$ cat src/rtl/button_chord_key_event_generator_unit_defines.svh
// Assertion macros shared by the RTL.
`ifndef BUTTON_CHORD_KEY_EVENT_GENERATOR_UNIT_DEFINES_SVH
`define BUTTON_CHORD_KEY_EVENT_GENERATOR_UNIT_DEFINES_SVH

// Same-cycle implication, checked on every rising edge outside reset.
`define BCKE_ASSERT_IMP(label, ante, cons, msg) \
	label: assert property (@(posedge clk) disable iff (!arst_n) (ante) |-> (cons)) \
		else $error(msg);

// Next-cycle implication, checked on every rising edge outside reset.
`define BCKE_ASSERT_NEXT(label, ante, cons, msg) \
	label: assert property (@(posedge clk) disable iff (!arst_n) (ante) |=> (cons)) \
		else $error(msg);

`endif

$ cat src/rtl/bcke_pkg.sv
package bcke_pkg;

	localparam int NUM_BUTTONS  = 7;
	localparam int MAX_EVENTS   = 8;
	localparam int EV_IDX_W     = 3;
	localparam int EV_CNT_W     = 4;
	localparam int QUEUE_DEPTH  = 4;
	localparam int QUEUE_PTR_W  = 2;
	localparam int QUEUE_CNT_W  = 3;
	localparam int PADDR_W      = 3;
	localparam int PDATA_W      = 32;
	localparam int DEBOUNCE_W   = 4;

	localparam logic [0:0] REG_DEBOUNCE_COUNT = 1'b0;
	localparam logic [DEBOUNCE_W-1:0] DEBOUNCE_RESET = 4'd2;

	localparam int BTN_DPAD_LAST = 3;
	localparam int BTN_MIDDLE    = 4;
	localparam int BTN_A         = 5;
	localparam int BTN_B         = 6;

	typedef logic [3:0] key_code_t;

	localparam key_code_t KEY_SPACE  = 4'd4;
	localparam key_code_t KEY_RETURN = 4'd5;
	localparam key_code_t KEY_LCTRL  = 4'd6;
	localparam key_code_t KEY_LALT   = 4'd7;
	localparam key_code_t KEY_ESCAPE = 4'd8;
	localparam key_code_t CODE_NONE  = 4'd15;

	typedef struct packed {
		logic [NUM_BUTTONS-1:0] raw_buttons;
		logic                   in_game;
	} in_word_t;

	typedef struct packed {
		key_code_t key_code;
		logic      key_down;
		logic      last_of_poll;
	} out_word_t;

	typedef struct packed {
		key_code_t code;
		logic      down;
	} event_t;

	typedef struct packed {
		event_t [MAX_EVENTS-1:0] events;
		logic [EV_IDX_W-1:0]     last_idx;
	} poll_entry_t;

	typedef struct packed {
		logic primed;
		logic has_events;
	} front_status_t;

	typedef struct packed {
		logic mid_poll;
		logic take;
	} back_status_t;

endpackage

$ cat src/rtl/bcke_front.sv
module bcke_front (
	input  logic                          clk,
	input  logic                          arst_n,
	input  bcke_pkg::in_word_t            in_word,
	input  logic                          accept,
	input  logic [bcke_pkg::DEBOUNCE_W-1:0] debounce_count,
	output bcke_pkg::poll_entry_t         entry,
	output bcke_pkg::front_status_t       status
);

	logic                                              primed_q;
	logic [bcke_pkg::NUM_BUTTONS-1:0]                  stable_q;
	logic [bcke_pkg::NUM_BUTTONS-1:0][bcke_pkg::DEBOUNCE_W-1:0] cnt_q;
	bcke_pkg::key_code_t [bcke_pkg::NUM_BUTTONS-1:0]   held_q;
	logic                                              modflag_q;

	logic [bcke_pkg::NUM_BUTTONS-1:0]                  stable_n;
	logic [bcke_pkg::NUM_BUTTONS-1:0][bcke_pkg::DEBOUNCE_W-1:0] cnt_n;
	bcke_pkg::key_code_t [bcke_pkg::NUM_BUTTONS-1:0]   held_n;
	logic                                              modflag_n;
	logic [bcke_pkg::NUM_BUTTONS-1:0]                  pressed;
	logic [bcke_pkg::NUM_BUTTONS-1:0]                  released;
	logic [bcke_pkg::EV_CNT_W-1:0]                     n_events;
	logic [bcke_pkg::EV_CNT_W-1:0]                     n_minus1;

	always_comb begin
		logic [bcke_pkg::DEBOUNCE_W-1:0] inc;
		logic [bcke_pkg::NUM_BUTTONS-1:0] flip;
		flip = '0;
		for (int i = 0; i < bcke_pkg::NUM_BUTTONS; i++) begin
			inc = cnt_q[i] + 4'd1;
			if (in_word.raw_buttons[i] == stable_q[i]) begin
				cnt_n[i] = '0;
			end else if (inc < debounce_count) begin
				cnt_n[i] = inc;
			end else begin
				cnt_n[i] = '0;
				flip[i] = 1'b1;
			end
		end
		stable_n = stable_q ^ flip;
		pressed  = stable_n & ~stable_q;
		released = ~stable_n & stable_q;
		modflag_n = (pressed[bcke_pkg::BTN_MIDDLE] ? 1'b0 : modflag_q)
			| ((pressed[bcke_pkg::BTN_A] | pressed[bcke_pkg::BTN_B])
				& stable_n[bcke_pkg::BTN_MIDDLE]);
	end

	always_comb begin
		logic center;
		center = stable_n[bcke_pkg::BTN_MIDDLE];
		for (int i = 0; i < bcke_pkg::NUM_BUTTONS; i++) begin
			held_n[i] = held_q[i];
			if (released[i]) begin
				held_n[i] = bcke_pkg::CODE_NONE;
			end
			if (pressed[i]) begin
				if (i <= bcke_pkg::BTN_DPAD_LAST) begin
					held_n[i] = 4'(i);
				end else if (i == bcke_pkg::BTN_A) begin
					held_n[i] = !in_word.in_game ? bcke_pkg::KEY_ESCAPE :
						(center ? bcke_pkg::KEY_LCTRL : bcke_pkg::KEY_RETURN);
				end else if (i == bcke_pkg::BTN_B) begin
					held_n[i] = (in_word.in_game && center) ? bcke_pkg::KEY_LALT :
						bcke_pkg::KEY_SPACE;
				end
			end
		end
	end

	// Events are packed in button order into consecutive slots.
	always_comb begin
		logic [bcke_pkg::EV_CNT_W-1:0] cnt;
		logic [bcke_pkg::EV_IDX_W-1:0] idx1;
		bcke_pkg::key_code_t           ctr_code;
		cnt = '0;
		ctr_code = in_word.in_game ? bcke_pkg::KEY_ESCAPE : bcke_pkg::KEY_RETURN;
		entry.events = '0;
		for (int i = 0; i < bcke_pkg::NUM_BUTTONS; i++) begin
			idx1 = cnt[bcke_pkg::EV_IDX_W-1:0] + 3'd1;
			if (pressed[i] && i != bcke_pkg::BTN_MIDDLE) begin
				entry.events[cnt[bcke_pkg::EV_IDX_W-1:0]].code = held_n[i];
				entry.events[cnt[bcke_pkg::EV_IDX_W-1:0]].down = 1'b1;
				cnt = cnt + 4'd1;
			end
			if (released[i]) begin
				if (i == bcke_pkg::BTN_MIDDLE) begin
					if (!modflag_q) begin
						entry.events[cnt[bcke_pkg::EV_IDX_W-1:0]].code = ctr_code;
						entry.events[cnt[bcke_pkg::EV_IDX_W-1:0]].down = 1'b1;
						entry.events[idx1].code = ctr_code;
						entry.events[idx1].down = 1'b0;
						cnt = cnt + 4'd2;
					end
				end else if (held_q[i] != bcke_pkg::CODE_NONE) begin
					entry.events[cnt[bcke_pkg::EV_IDX_W-1:0]].code = held_q[i];
					entry.events[cnt[bcke_pkg::EV_IDX_W-1:0]].down = 1'b0;
					cnt = cnt + 4'd1;
				end
			end
		end
		n_events = cnt;
	end

	assign n_minus1          = n_events - 4'd1;
	assign entry.last_idx    = n_minus1[bcke_pkg::EV_IDX_W-1:0];
	assign status.primed     = primed_q;
	assign status.has_events = primed_q && (n_events != '0);

	always_ff @(posedge clk or negedge arst_n) begin
		if (!arst_n) begin
			primed_q  <= 1'b0;
			stable_q  <= '0;
			cnt_q     <= '0;
			held_q    <= {bcke_pkg::NUM_BUTTONS{bcke_pkg::CODE_NONE}};
			modflag_q <= 1'b0;
		end else if (accept) begin
			if (!primed_q) begin
				primed_q <= 1'b1;
				stable_q <= in_word.raw_buttons;
			end else begin
				stable_q  <= stable_n;
				cnt_q     <= cnt_n;
				held_q    <= held_n;
				modflag_q <= modflag_n;
			end
		end
	end

endmodule

$ cat src/rtl/bcke_queue.sv
module bcke_queue (
	input  logic                  clk,
	input  logic                  arst_n,
	input  logic                  wr_en,
	input  bcke_pkg::poll_entry_t wr_entry,
	output logic                  full,
	input  logic                  rd_en,
	output bcke_pkg::poll_entry_t rd_entry,
	output logic                  valid
);

	bcke_pkg::poll_entry_t               mem [bcke_pkg::QUEUE_DEPTH];
	logic [bcke_pkg::QUEUE_PTR_W-1:0]    wptr_q;
	logic [bcke_pkg::QUEUE_PTR_W-1:0]    rptr_q;
	logic [bcke_pkg::QUEUE_CNT_W-1:0]    count_q;

	assign full     = count_q == bcke_pkg::QUEUE_CNT_W'(bcke_pkg::QUEUE_DEPTH);
	assign valid    = count_q != '0;
	assign rd_entry = mem[rptr_q];

	always_ff @(posedge clk) begin
		if (wr_en) begin
			mem[wptr_q] <= wr_entry;
		end
	end

	always_ff @(posedge clk or negedge arst_n) begin
		if (!arst_n) begin
			wptr_q  <= '0;
			rptr_q  <= '0;
			count_q <= '0;
		end else begin
			if (wr_en) begin
				wptr_q <= wptr_q + 1'b1;
			end
			if (rd_en) begin
				rptr_q <= rptr_q + 1'b1;
			end
			case ({wr_en, rd_en})
				2'b10:   count_q <= count_q + 1'b1;
				2'b01:   count_q <= count_q - 1'b1;
				default: count_q <= count_q;
			endcase
		end
	end

endmodule

$ cat src/rtl/bcke_back.sv
module bcke_back (
	input  logic                    clk,
	input  logic                    arst_n,
	input  bcke_pkg::poll_entry_t   entry,
	input  logic                    q_valid,
	output logic                    q_pop,
	input  logic                    pop,
	output logic                    empty,
	output bcke_pkg::out_word_t     out_word,
	output bcke_pkg::back_status_t  status
);

	logic [bcke_pkg::EV_IDX_W-1:0] idx_q;
	logic                          out_valid_q;
	bcke_pkg::out_word_t           out_q;
	logic                          take;
	logic                          last;

	assign take  = q_valid && (!out_valid_q || pop);
	assign last  = idx_q == entry.last_idx;
	assign q_pop = take && last;

	assign empty           = !out_valid_q;
	assign out_word        = out_q;
	assign status.mid_poll = idx_q != '0;
	assign status.take     = take;

	always_ff @(posedge clk) begin
		if (take) begin
			out_q.key_code     <= entry.events[idx_q].code;
			out_q.key_down     <= entry.events[idx_q].down;
			out_q.last_of_poll <= last;
		end
	end

	always_ff @(posedge clk or negedge arst_n) begin
		if (!arst_n) begin
			idx_q       <= '0;
			out_valid_q <= 1'b0;
		end else begin
			if (take) begin
				idx_q       <= last ? '0 : idx_q + 3'd1;
				out_valid_q <= 1'b1;
			end else if (pop) begin
				out_valid_q <= 1'b0;
			end
		end
	end

endmodule

$ cat src/rtl/button_chord_key_event_generator_unit.sv
// Debounced seven-button keypad that turns polls into key press and release events.
// Input channel: a poll word (raw buttons, game-or-menu flag) is taken when push is high
// and full is low. A new poll can be taken every cycle while the poll queue has room.
// Output channel: the oldest event word sits on out_word while empty is low and leaves
// when pop is high. Each poll yields zero to eight events; the last one carries
// last_of_poll. While pop is high, events leave a registered output stage one per cycle.
// The events of a poll pass through the poll queue and then the registered output stage;
// a poll with n events holds the output side until the last of them has been taken.
// The front classifies polls and updates the debounce and held-key state in the cycle a
// poll is taken; a four-entry queue holds the events of waiting polls.
// When the receiver stalls, the output word holds, the queue fills and full rises.
// Reset empties the queue, clears all debounce state and sets the debounce count to two;
// the first poll after reset only loads the stable button state. The debounce count is
// written over the APB port at byte address zero by users only while idle, unenforced.
`include "button_chord_key_event_generator_unit_defines.svh"

module button_chord_key_event_generator_unit (
	input  logic                          clk,
	input  logic                          arst_n,
	input  logic                          push,
	output logic                          full,
	input  bcke_pkg::in_word_t            in_word,
	input  logic                          pop,
	output logic                          empty,
	output bcke_pkg::out_word_t           out_word,
	input  logic                          psel,
	input  logic                          penable,
	input  logic                          pwrite,
	input  logic [bcke_pkg::PADDR_W-1:0]  paddr,
	input  logic [bcke_pkg::PDATA_W-1:0]  pwdata,
	output logic [bcke_pkg::PDATA_W-1:0]  prdata,
	output logic                          pready
);

	logic [bcke_pkg::DEBOUNCE_W-1:0] debounce_q;
	logic                            accept;
	logic                            q_push;
	logic                            q_pop;
	logic                            q_valid;
	logic                            sel_debounce;
	bcke_pkg::poll_entry_t           front_entry;
	bcke_pkg::poll_entry_t           head_entry;
	bcke_pkg::front_status_t         front_status;
	bcke_pkg::back_status_t          back_status;

	assign pready       = 1'b1;
	assign sel_debounce = paddr[bcke_pkg::PADDR_W-1:2] == bcke_pkg::REG_DEBOUNCE_COUNT;
	assign prdata       = sel_debounce ? bcke_pkg::PDATA_W'(debounce_q) : '0;

	always_ff @(posedge clk or negedge arst_n) begin
		if (!arst_n) begin
			debounce_q <= bcke_pkg::DEBOUNCE_RESET;
		end else if (psel && penable && pwrite && pready && sel_debounce) begin
			debounce_q <= pwdata[bcke_pkg::DEBOUNCE_W-1:0];
		end
	end

	assign accept = push && !full;
	assign q_push = accept && front_status.has_events;

	bcke_front u_front (
		.clk            (clk),
		.arst_n         (arst_n),
		.in_word        (in_word),
		.accept         (accept),
		.debounce_count (debounce_q),
		.entry          (front_entry),
		.status         (front_status)
	);

	bcke_queue u_queue (
		.clk      (clk),
		.arst_n   (arst_n),
		.wr_en    (q_push),
		.wr_entry (front_entry),
		.full     (full),
		.rd_en    (q_pop),
		.rd_entry (head_entry),
		.valid    (q_valid)
	);

	bcke_back u_back (
		.clk      (clk),
		.arst_n   (arst_n),
		.entry    (head_entry),
		.q_valid  (q_valid),
		.q_pop    (q_pop),
		.pop      (pop),
		.empty    (empty),
		.out_word (out_word),
		.status   (back_status)
	);

	`BCKE_ASSERT_IMP(a_push_only_primed, q_push, front_status.primed, "Events queued before priming.")
	`BCKE_ASSERT_IMP(a_mid_poll_has_entry, back_status.mid_poll, q_valid, "Partial poll without a queue entry.")
	`BCKE_ASSERT_NEXT(a_take_fills_output, back_status.take, !empty, "Event taken but output stage empty.")

endmodule
$ cat config.mk
export PLATFORM = sky130hd
export DESIGN_NAME = button_chord_key_event_generator_unit
export DESIGN_NICKNAME = d
export VERILOG_FILES = /design/src/rtl/bcke_pkg.sv /design/src/rtl/bcke_front.sv /design/src/rtl/bcke_queue.sv /design/src/rtl/bcke_back.sv /design/src/rtl/button_chord_key_event_generator_unit.sv
export VERILOG_INCLUDE_DIRS = /design/src /design/src/rtl
export SDC_FILE = /design/constraint.sdc
export NUM_CORES = 1
export LEC_CHECK = 0
export BUFFER_PORTS_ARGS = -buffer_cell sky130_fd_sc_hd__buf_4
export CELL_PAD_IN_SITES_DETAIL_PLACEMENT = 0
export CELL_PAD_IN_SITES_GLOBAL_PLACEMENT = 1
export CORE_MARGIN = 5
export CORE_UTILIZATION = 54
export CTS_CLUSTER_DIAMETER = 50
export DETAILED_ROUTE_END_ITERATION = 8
export PLACE_DENSITY_LB_ADDON = 0.1
export SLEW_MARGIN = 20
export SYNTH_ARGS = -nofsm -noshare
export SYNTH_HDL_FRONTEND = slang
export SYNTH_SLANG_ARGS = --single-unit
$ cat constraint.sdc
create_clock -name clk -period 35.3 [get_ports clk]
set_clock_uncertainty 0.15 [all_clocks]
set_input_delay 3.53 -clock clk [delete_from_list [all_inputs] [get_ports clk]]
set_output_delay 3.53 -clock clk [all_outputs]
set_load 0.005 [all_outputs]
**Word level (Yosys, flattened, before mapping)**

Memories as Yosys holds them, arrays and structs flattened.
Cells that the tools add are included.

- Bits in registers: 82
- Bits in writable memories: 172
- Input bits: 50
- Output and inout port bits: 41
- Word-level logic and storage cells: 315
- Memories kept: 1

- Add/sub/neg operators: 26
- Order comparisons: 34
- Equal/unequal tests: 17
- Mux-type cells: 173
- Bitwise logic cells: 9
- Reductions and logical operators: 30

Memory list:

| memory | words | width | rd ports | clocked after Yosys merged registers in | wr ports | RTL line | RTL |
|---|---|---|---|---|---|---|---|
| u_queue.mem | 4 | 43 | 1 | 0 | 1 | bcke_queue.sv:12 | `bcke_pkg::poll_entry_t mem [bcke_pkg::QUEUE_DEPTH];` |

Operators by type and width:

| cell | number |
|---|---|
| $bwmux W40 | 26 |
| $mux W40 | 19 |
| $demux W5 S3 | 26 |
| $mux W4 | 48 |
| $mux W5 | 15 |
| $add A4 B1 Y4 const B | 17 |
| $lt A3 B4 Y1 const B | 13 |
| $ge A3 B1 Y1 const B | 12 |
| $mux W1 | 33 |
| $lt A4 B4 Y1 | 7 |
| $ne A4 B4 Y1 const B | 6 |
| $logic_and A1 B1 Y1 | 22 |
| $bmux W5 S3 | 1 |
| $and A7 B7 Y7 | 2 |
| $not A7 Y7 | 2 |
| $add A3 B1 Y3 const B | 3 |
| $eq A1 B1 Y1 | 7 |
| $mux W7 | 1 |
| $xor A7 B7 Y7 | 1 |
| $pmux W3 S2 | 1 |
| $sub A3 B1 Y3 const B | 2 |
| $add A2 B1 Y2 const B | 2 |
| $add A4 B2 Y4 const B | 1 |
| $lt A1 B4 Y1 const B | 1 |
| other kinds (17) | 21 |

**Longest topological paths before layout**

Gate-level depths: netlist of the first run.

- Word-level depth: 56
- Mapped depth: 53
- Mapped depth without buffers: 51

**Hierarchy**

Synthesis of the first run repeated with hierarchy kept, for this count alone.

- Cell total of the unflattened synthesis: 1445
- Area total of the unflattened synthesis: 16087.9 um^2

Modules (own cells, without submodules):

| module | instances | cells each | area an instance (um^2) | sequential area each (um^2) |
|---|---|---|---|---|
| bcke_front | 1 | 1090 | 8210.4 | 1556.5 |
| bcke_queue | 1 | 258 | 6656.4 | 5340.1 |
| bcke_back | 1 | 51 | 778.2 | 280.3 |
| button_chord_key_event_generator_unit | 1 | 46 | 442.9 | 101.3 |

**Worst setup path after synthesis of the first run**

No wires, ideal clock.

- Path type: input to register
- Start point: input in_word[1] (netlist name)
- End point: memory u_queue.mem[0][0] (netlist name) (enable)
- Library setup time: 458 ps
- Arrival time: 13261 ps
- Data required time: 34692 ps
- Setup slack: 21431 ps
- Cell stages on the path: 42
- Path buffers: 1
- Cells stage by stage: nand2b_1 nor2_1 ha_1 nand3b_1 a222oi_1 buf_4 ha_1 nand3b_1 a221oi_1 a21oi_1 inv_1 ha_1 a31oi_1 a21oi_1 a22oi_1 ha_1 a32oi_1 o31ai_4 (+6 left out) nor2_1 or3_1 a32o_1 nor2_4 a21oi_1 ha_1 o22ai_2 a31o_4 inv_4 ha_1 nand2_1 xor2_1 xnor2_1 xnor2_2 o2111ai_4 xnor2_4 xnor2_2 a21oi_1

- Longest elaborated chain between the ends: 41
- Elaborated cells on any way between the ends: 43
- Classes of those cells: 12 x add/sub; 1 x eq/ne; 23 x mux; 4 x bitwise; 3 x reduce/logical

Ends and longest elaborated chain:

| item | RTL line | RTL |
|---|---|---|
| start, declared | button_chord_key_event_generator_unit.sv:22 | `input bcke_pkg::in_word_t in_word,` |
| $eq A1 B1 Y1 * | bcke_front.sv:32 | `if (in_word.raw_buttons[i] == stable_q[i]) begin` |
| $mux W1 * | bcke_front.sv:32 |  |
| $xor A7 B7 Y7 * | bcke_front.sv:41 | `stable_n = stable_q ^ flip;` |
| $and A7 B7 Y7 | bcke_front.sv:42 | `pressed = stable_n & ~stable_q;` |
| $mux W1 | bcke_front.sv:81 | `if (pressed[i] && i != bcke_pkg::BTN_MIDDLE) begin` |
| $add A1 B1 Y2 | bcke_front.sv:98 | `cnt = cnt + 4'd1;` |
| $mux W4 | bcke_front.sv:95 | `end else if (held_q[i] != bcke_pkg::CODE_NONE) begin` |
| $mux W4 * | bcke_front.sv:86 | `if (released[i]) begin` |
| (+25 left out) | - |  |
| $add A4 B1 Y4 | bcke_front.sv:98 |  |
| $mux W4 | bcke_front.sv:95 |  |
| $mux W4 * | bcke_front.sv:86 |  |
| $reduce_bool A4 Y1 * | bcke_front.sv:108 | `assign status.has_events = primed_q && (n_events != '0);` |
| $logic_and A1 B1 Y1 * | bcke_front.sv:108 |  |
| $logic_and A1 B1 Y1 * | button_chord_key_event_generator_unit.sv:59 | `assign q_push = accept && front_status.has_events;` |
| $mux W1 * | bcke_queue.sv:22 | `if (wr_en) begin` |
| $mux W1 (implied by the code) * | bcke_queue.sv:23 | `mem[wptr_q] <= wr_entry;` |
| end, declared | bcke_queue.sv:12 |  |

Every way passes the cells marked *; elsewhere a longest branch is shown, timed or not.

**Worst setup path in the final report of the first run**

- Start point: input in_word[1] (netlist name)
- End point: register u_queue.count_q[1] (netlist name)

- Longest elaborated chain between the ends: 41
- Elaborated cells on any way between the ends: 45
- Classes of those cells: 12 x add/sub; 3 x eq/ne; 22 x mux; 4 x bitwise; 4 x reduce/logical

Ends and longest elaborated chain:

| item | RTL line | RTL |
|---|---|---|
| $eq A1 B1 Y1 * | bcke_front.sv:32 |  |
| $mux W1 * | bcke_front.sv:32 |  |
| $xor A7 B7 Y7 * | bcke_front.sv:41 |  |
| $and A7 B7 Y7 | bcke_front.sv:42 |  |
| $mux W1 | bcke_front.sv:81 |  |
| $add A1 B1 Y2 | bcke_front.sv:98 |  |
| $mux W4 | bcke_front.sv:95 |  |
| $mux W4 * | bcke_front.sv:86 |  |
| (+25 left out) | - |  |
| $add A4 B1 Y4 | bcke_front.sv:98 |  |
| $mux W4 | bcke_front.sv:95 |  |
| $mux W4 * | bcke_front.sv:86 |  |
| $reduce_bool A4 Y1 * | bcke_front.sv:108 |  |
| $logic_and A1 B1 Y1 * | bcke_front.sv:108 |  |
| $logic_and A1 B1 Y1 * | button_chord_key_event_generator_unit.sv:59 |  |
| $eq A2 B1 Y1 / $eq A2 B2 Y1 (equally long branches) | bcke_queue.sv:39 | `case ({wr_en, rd_en})` |
| $pmux W3 S2 / $reduce_bool A2 Y1 (equally long branches) | - |  |
| end signal, assigned | bcke_queue.sv:40 | `2'b10: count_q <= count_q + 1'b1;` |
| end signal, assigned | bcke_queue.sv:41 | `2'b01: count_q <= count_q - 1'b1;` |
| end signal, assigned | bcke_queue.sv:42 | `default: count_q <= count_q;` |
| end, declared | bcke_queue.sv:15 | `logic [bcke_pkg::QUEUE_CNT_W-1:0] count_q;` |

Marks and branches as above.
A chain may end at the register's enable or synchronous reset.

==> impl_metrics.json, run 1 <==
{
  "grt_max_degree": 54,
  "syn_area_per_cell_um2": 10.61,
  "first_pass_iters": 7,
  "clk_latency_ns": 0.56,
  "synthAdderAreaFrac_pct": 4.141,
  "path_class": "input pin to flip-flop",
  "cp-end-kind": "flip-flop",
  "yosysTopAreaCell": "edfxtp_1",
  "ys_top_cells_by_area": "edfxtp_1, dfrtp_1, mux4_2",
  "postCtsHoldBufs": 0,
  "async_reset_ff_share_pct": 29.92,
  "synth_edf_count": 178,
  "grt_usage_pct": 26.73,
  "ys_ff_latch": 254,
  "reg2reg_from": "u_front.cnt_q[0]$_DFFE_PN0P_",
  "status": "complete, no violations",
  "postCtsSetupBuffers": 0,
  "slowest_delay_ns": 0.53,
  "place_congestion": 0.9545,
  "antenna-diode-count": 0,
  "tightest_slew_ns": 1.132,
  "intPower_mw": 0.9353,
  "hpwl_um": 32700,
  "ir_drop_uv": 49.47,
  "period_share_pct": 39.77,
  "root_buffer": "clkbuf_16",
  "sequentialPowerShare_pct": 33.9,
  "core_um2": 29640,
  "cap_violations": 0,
  "fin_nets": 1639,
  "cts_tree": "done",
  "synth_top_family_by_area": "compound AO/OA/AOI/OAI gates",
  "hold_path_class": "flip-flop to flip-flop",
  "cts_buffers": 28,
  "synthXorXnorAreaFrac_pct": 3.855,
  "rr_endpoint": "u_queue.count_q[1]$_DFFE_PN0P_",
  "maxSlewViolCount": 0,
  "r2r_setup_slack_ns": 22.47,
  "synth_cell_types": 106,
  "report.final.setup_viol": 0,
  "initial_utilization_pct": 54.64,
  "die_x_um": 183.2,
  "ys_seq_area_share_pct": 44.94,
  "p_sw_mw": 0.7084,
  "synth_area_um2": 16190,
  "rows": 63,
  "fmax_mhz": 71.23,
  "finalWorstSetupSlack_ns": 21.26,
  "pin_count": 91,
  "synth_ff_type": "edfxtp_1",
  "grt_overflow": 0,
  "rr_worst_depth": 49,
  "fillers": 2538,
  "wl_um": 45170,
  "clkPwrFrac_pct": 16.4,
  "grt_pass1_vias": 11984,
  "netSwitchingFraction_pct": 43.10,
  "critPathMaxFanout": 16,
  "synth_cells": 1527,
  "clock-sinks": 254,
  "power_density_nw_per_um2": 93.52,
  "synth_mux_area_share_pct": 10.07,
  "leakagePower_nw": 6.641,
  "worstSetupEndpoint": "u_queue.count_q[1]$_DFFE_PN0P_",
  "cp-start-kind": "input pin",
  "vias_per_cell": 6.375,
  "setup_tns_ns": 0,
  "placed_cells": 1896,
  "ant_nets": 0,
  "dieArea_um2": 33550,
  "drive_gt1_share_pct": 16.32,
  "synth_compound_area_share_pct": 18.07,
  "via_count": 12406,
  "crit_arrival_ns": 14.33,
  "area_delta_synth_final_pct": 8.538,
  "io_buffers": 31,
  "antenna_found_initial": 0,
  "worstPathRequired_ns": 35.60,
  "fin_crit_ns": 14.04,
  "drcViolationCount": 0,
  "rsz0062_at_grt": "false",
  "cts_buffer_depth": 3,
  "yosysTopAreaCellShare_pct": 33.01,
  "grt_pass1_wl_um": 70250,
  "finalHoldViolations": 0,
  "cts_resized": 0,
  "post_drt_wl_per_cell_um": 23.21,
  "slew-limit-headroom_pct": 24.54,
  "cp-startpoint": "in_word[1]",
  "clk_pin_slew_ns": 0.06,
  "combPwrFrac_pct": 49.7,
  "htreeDepth": 1,
  "ys_warn_count": 0,
  "dpl_worst_slack_ns": 20.83,
  "synth_simple_gate_area_share_pct": 14.67,
  "stdcell_count": 1946,
  "die_h_um": 183.2,
  "cp_common_cell": "ha_1",
  "drt_iter0_drc": 1248,
  "crit_slowest_cell": "xnor2_2"
}
[metal layers]
layer | up-vias | part of all wire, % | global-route usage [%]
met5 | - | 0 | 0
met4 | 0 | 4.1 | 9.863
met3 | 97 | 4.6 | 3.074
met2 | 432 | 51 | 46.93
met1 | 6071 | 41 | 34.28
li1 | 5806 | - | -
[state kept, by name (all words and copies together), names as in the netlist, 2 cells and up]
name	count
u_front.cnt_q	28
debounce_q	4
u_queue.count_q	3
u_queue.wptr_q	2
u_front.stable_q	7
u_back.out_word	6
u_back.idx_q	3
u_queue.rptr_q	2
u_queue.mem	172
u_front.held_q	24
[critical path: cells and delay by family]
kind / cells / cell delay (ns)
buffers and inverters: 5 / 0.80
muxes: 1 / 0.28
adders and majority gates: 9 / 2.55
AOI/OAI and AO/OA: 16 / 4.02
xor gates and xnor gates: 6 / 1.90
and+or+nand+nor: 9 / 1.21
[layout make-up]
type | count | area, µm² | share of cell area, %
sequential | 254 | 7281 | 41.42
clock buffer | 35 | 737.0 | 4.193
timing repair buffer | 49 | 367.9 | 2.093
clock inverter | 15 | 121.4 | 0.6905
multi-input combinational | 1155 | 8394 | 47.76
tap | 390 | 488.0 | 2.776
inverter | 48 | 187.7 | 1.068
[Yosys cell counts, drive strengths merged, types with 5 or more instances]
library cell and n:
xor2 21, o211ai 21, a211oi 22, and3 8, or3 17, dfrtp 51, edfxtp 178, nor3 55
buf 44, or2 5, o22ai 18, nor2 139, a31oi 19, dfstp 25, mux4 53, a21oi 103
o21ai 83, mux2i 14, nand2 167, clkbuf 53, mux2 26, inv 48, nand3b 7, a221oi 11
o221ai 5, a22oi 18, a22o 14, a211o 11, and2 9, o31ai 5, nand2b 8, xnor2 26
xnor3 6, a221o 6, a21boi 8, ha 52, nand3 45, o21a 11, a32oi 8, nor2b 9
a21o 14, nand4 14, o22a 12
[cell families (layout without fill, tap and decap cells)]
family	after synthesis	count (layout)
xor gates and xnor gates	53	53
DFF	254	254
other	2	29
muxes	93	93
buffers and inverters	145	147
and+or+nand+nor	504	504
adders and majority gates	53	53
AOI/OAI and AO/OA	423	423
[how the worst min path moves through the flow]
stage	start	endpoint	slack [ns]	depth (start not counted)
floorplan	u_queue.count_q[2]$_DFFE_PN0P_	u_queue.count_q[2]$_DFFE_PN0P_	0.31	1
global placement	u_front.cnt_q[19]$_DFFE_PN0P_	u_front.cnt_q[19]$_DFFE_PN0P_	0.33	2
detailed placement	debounce_q[3]$_DFFE_PN0P_	debounce_q[3]$_DFFE_PN0P_	0.35	1
CTS	debounce_q[3]$_DFFE_PN0P_	debounce_q[3]$_DFFE_PN0P_	0.36	1
global route	debounce_q[3]$_DFFE_PN0P_	debounce_q[3]$_DFFE_PN0P_	0.37	1
finish	debounce_q[2]$_DFFE_PN0P_	debounce_q[2]$_DFFE_PN0P_	0.36	1
[metrics by stage]
| stage | hold WS [ns] | utilization [%] | area [µm²] | total power [mW] |
|---|---|---|---|---|
| after floorplan | 0.3136 | - | 16300 | 1.129 |
| after global placement | 0.3341 | 56.41 | 16720 | 1.343 |
| after detailed placement | 0.3479 | 56.41 | 16720 | 1.365 |
| after CTS | 0.3610 | 59.30 | 17580 | 1.645 |
| after global routing | 0.3742 | 59.30 | 17580 | 1.745 |
| final | 0.3599 | 59.30 | 17580 | 1.644 |
[power groups by stage]
stage	logic [mW]	registers [mW]	clock network (mW)
5_1_grt	0.888	0.568	0.289
3_5_place_dp	0.806	0.559	0
2_1_floorplan	0.622	0.507	0
4_1_cts	0.814	0.557	0.274
6_report	0.817	0.557	0.269
3_3_place_gp	0.791	0.552	0
[cell usage in the layout, fill, tap and decap left out, types with 10 or more instances in the layout]
cell / netlist / final
a211o_1: 11 / 11
a211oi_1: 22 / 22
a21o_1: 14 / 14
a21oi_1: 103 / 99
a221oi_1: 10 / 10
a22o_1: 13 / 13
a22oi_1: 17 / 17
a31oi_1: 18 / 18
buf_4: 31 / 49
clkbuf_16: 0 / 28
conb_1: 2 / 29
dfrtp_1: 51 / 49
dfstp_2: 25 / 25
edfxtp_1: 178 / 178
ha_1: 52 / 52
inv_1: 43 / 43
mux2_2: 25 / 25
mux2i_1: 14 / 14
mux4_2: 53 / 53
nand2_1: 166 / 166
nand3_1: 45 / 44
nand4_1: 13 / 13
nor2_1: 137 / 136
nor3_1: 50 / 49
o211ai_1: 21 / 21
o21a_1: 11 / 11
o21ai_0: 77 / 77
o22a_1: 12 / 12
o22ai_1: 17 / 17
or3_1: 16 / 16
xnor2_1: 19 / 19
xor2_1: 21 / 21
No activity file was read; power rests on OpenSTA's default activity.
==> inputs of run 2 (changes only) <==
Settings changed: CORE_UTILIZATION 54 to 50.
Clock period 35.3 ns to 13.5 ns, I/O delays scaled along.
==> run 2 against run 1 <==
Combinational power grew to 2.6 times the previous value. Clock power grew to 2.9 times the previous value. Worst hold slack lost 0.0098 ns. Global-route usage shrank 2.6 points. First-iteration DRC count shrank 29%. Sequential power grew to 2.5 times the previous value. Sequential share of layout area shrank 0.48 points. Final area grew 1.2%. Setup slack lost 20 ns. Core utilization shrank 4.2 points. Via count shrank 2.7%. Register-to-register slack lost 22 ns. Critical path type is now flip-flop to flip-flop. Highest routed layer unchanged.
==> impl_metrics.json, run 2 (synthesis results as in run 1) <==
{
  "grt_usage_pct": 24.09,
  "period_share_pct": 92.87,
  "tightest_slew_ns": 1.012,
  "postCtsSetupBuffers": 0,
  "final_util_pct": 55.07,
  "crit_slowest_cell": "xnor2_2",
  "first_pass_iters": 5,
  "initial_utilization_pct": 50.16,
  "die_x_um": 190.0,
  "reg_top3": "u_queue.mem (172), u_front.cnt_q (28), u_front.held_q (24)",
  "reg2reg_from": "u_front.cnt_q[0]$_DFFE_PN0P_",
  "drcViolationCount": 0,
  "critPathMaxFanout": 16,
  "power_density_nw_per_um2": 245.5,
  "place_congestion": 0.9333,
  "pin_count": 91,
  "antenna_found_initial": 0,
  "via_count": 12071,
  "cts_tree": "done",
  "grt_pass1_wl_um": 68380,
  "worstHoldStart": "u_front.cnt_q[27]$_DFFE_PN0P_",
  "htreeDepth": 1,
  "cap_violations": 0,
  "finalHoldViolations": 0,
  "fin_nets": 1640,
  "drt_iter0_drc": 889,
  "status": "complete, no violations",
  "postCtsHoldBufs": 0,
  "slowest_delay_ns": 0.48,
  "clock-sinks": 254,
  "cp-start-kind": "flip-flop",
  "fmax_mhz": 79.76,
  "final_area_um2": 17780,
  "multiInputGateArea_um2": 8401,
  "wl_met1_um": 18310,
  "cts_buffers": 30,
  "cp-end-kind": "flip-flop",
  "place_area_um2": 16780,
  "clk_latency_ns": 0.55,
  "root_buffer": "clkbuf_16",
  "p_total_mw": 4.365,
  "setup_tns_ns": 0,
  "leakagePower_nw": 6.709,
  "dieArea_um2": 36090,
  "die_h_um": 190.0,
  "core_um2": 32290,
  "stdcell_count": 2003,
  "path_class": "flip-flop to flip-flop",
  "maxSlewViolCount": 0,
  "slew-limit-headroom_pct": 31.59,
  "largest_register": "u_queue.mem",
  "cts_resized": 0,
  "antenna-diode-count": 0,
  "register_area_um2": 7281,
  "final_common_cell": "edfxtp_1",
  "grt_overflow": 0,
  "routed.top_layer": "met4",
  "rows": 66,
  "ir_drop_uv": 239.2,
  "largest_register_ffs": 172,
  "grt_max_degree": 54,
  "drive_gt1_share_pct": 16.72,
  "clk_pin_slew_ns": 0.06,
  "fillers": 2794,
  "wl_um": 43690,
  "vias_per_cell": 6.026,
  "area_delta_synth_final_pct": 9.797,
  "rsz0062_at_grt": "false",
  "cp_common_cell": "ha_1",
  "post_drt_wl_per_cell_um": 21.81,
  "hpwl_um": 32350,
  "fin_crit_ns": 12.54,
  "crit_arrival_ns": 12.82,
  "ant_nets": 0,
  "worstPathRequired_ns": 13.78,
  "final_cell_mix": "edfxtp_1, nand2_1, nor2_1, a21oi_1, o21ai_0",
  "placed_cells": 1947,
  "report.final.setup_viol": 0,
  "grt_pass1_vias": 11774,
  "hold_path_class": "flip-flop to flip-flop",
  "cts_buffer_depth": 3,
  "io_buffers": 31,
  "cp-startpoint": "u_front.cnt_q[0]$_DFFE_PN0P_",
  "wl_met3_um": 1605,
  "routed-wl-met2_um": 22330
}
==> run 2: metal layers <==
metal	up-vias	global-route usage, %
li1	5806	-
met1	5864	30.88
met2	317	42.94
met3	84	2.404
met4	0	8.069
met5	-	0
==> run 2: final timing paths <==
kind | to | slack, ns | cells past startpoint
min in group asynchronous | debounce_q[2]$_DFFE_PN0P_ | 0.58 | 1
setup / recovery | u_queue.count_q[1]$_DFFE_PN0P_ | 0.96 | 49
hold / removal | u_front.cnt_q[27]$_DFFE_PN0P_ | 0.35 | 2
max in group asynchronous | u_queue.rptr_q[0]$_DFFE_PN0P_ | 11.59 | 2
setup reg to reg | u_queue.count_q[1]$_DFFE_PN0P_ | 0.96 | 49
hold reg to reg | u_front.cnt_q[27]$_DFFE_PN0P_ | 0.35 | 2
==> run 2: through the flow <==
step | setup WS (ns) | hold WS (ns)
CTS | 0.9667 | 0.3544
global route | 0.04798 | 0.3765
global placement | 1.196 | 0.3327
finish | 0.9626 | 0.3501
detailed placement | 0.9919 | 0.3412
floorplan | 1.496 | 0.3136
==> run 2: final cells by class <==
class	count	area share [%]
multi-input combinational	1155	47.25
sequential	254	40.95
clock buffer	32	4.384
tap	442	3.110
timing repair buffer	48	2.027
clock inverter	24	1.231
inverter	48	1.056
==> run 2: critical path, delay by kind of cell (launching register included) <==
| family | cells | cell delay [ns] |
|---|---|---|
| buffers and inverters | 4 | 0.59 |
| adders and majority gates | 11 | 2.98 |
| and+or+nand+nor | 9 | 1.57 |
| muxes | 1 | 0.27 |
| AOI/OAI and AO/OA | 17 | 4.42 |
| xor gates and xnor gates | 7 | 1.94 |
| DFF | 1 | 0.43 |
==> run 2: power breakdown <==
part           leakage (nW)  switching (mW)  internal (mW)
Combinational          3.64            1.33          0.823
Sequential             2.57           0.197           1.23
Clock                 0.491           0.328          0.465
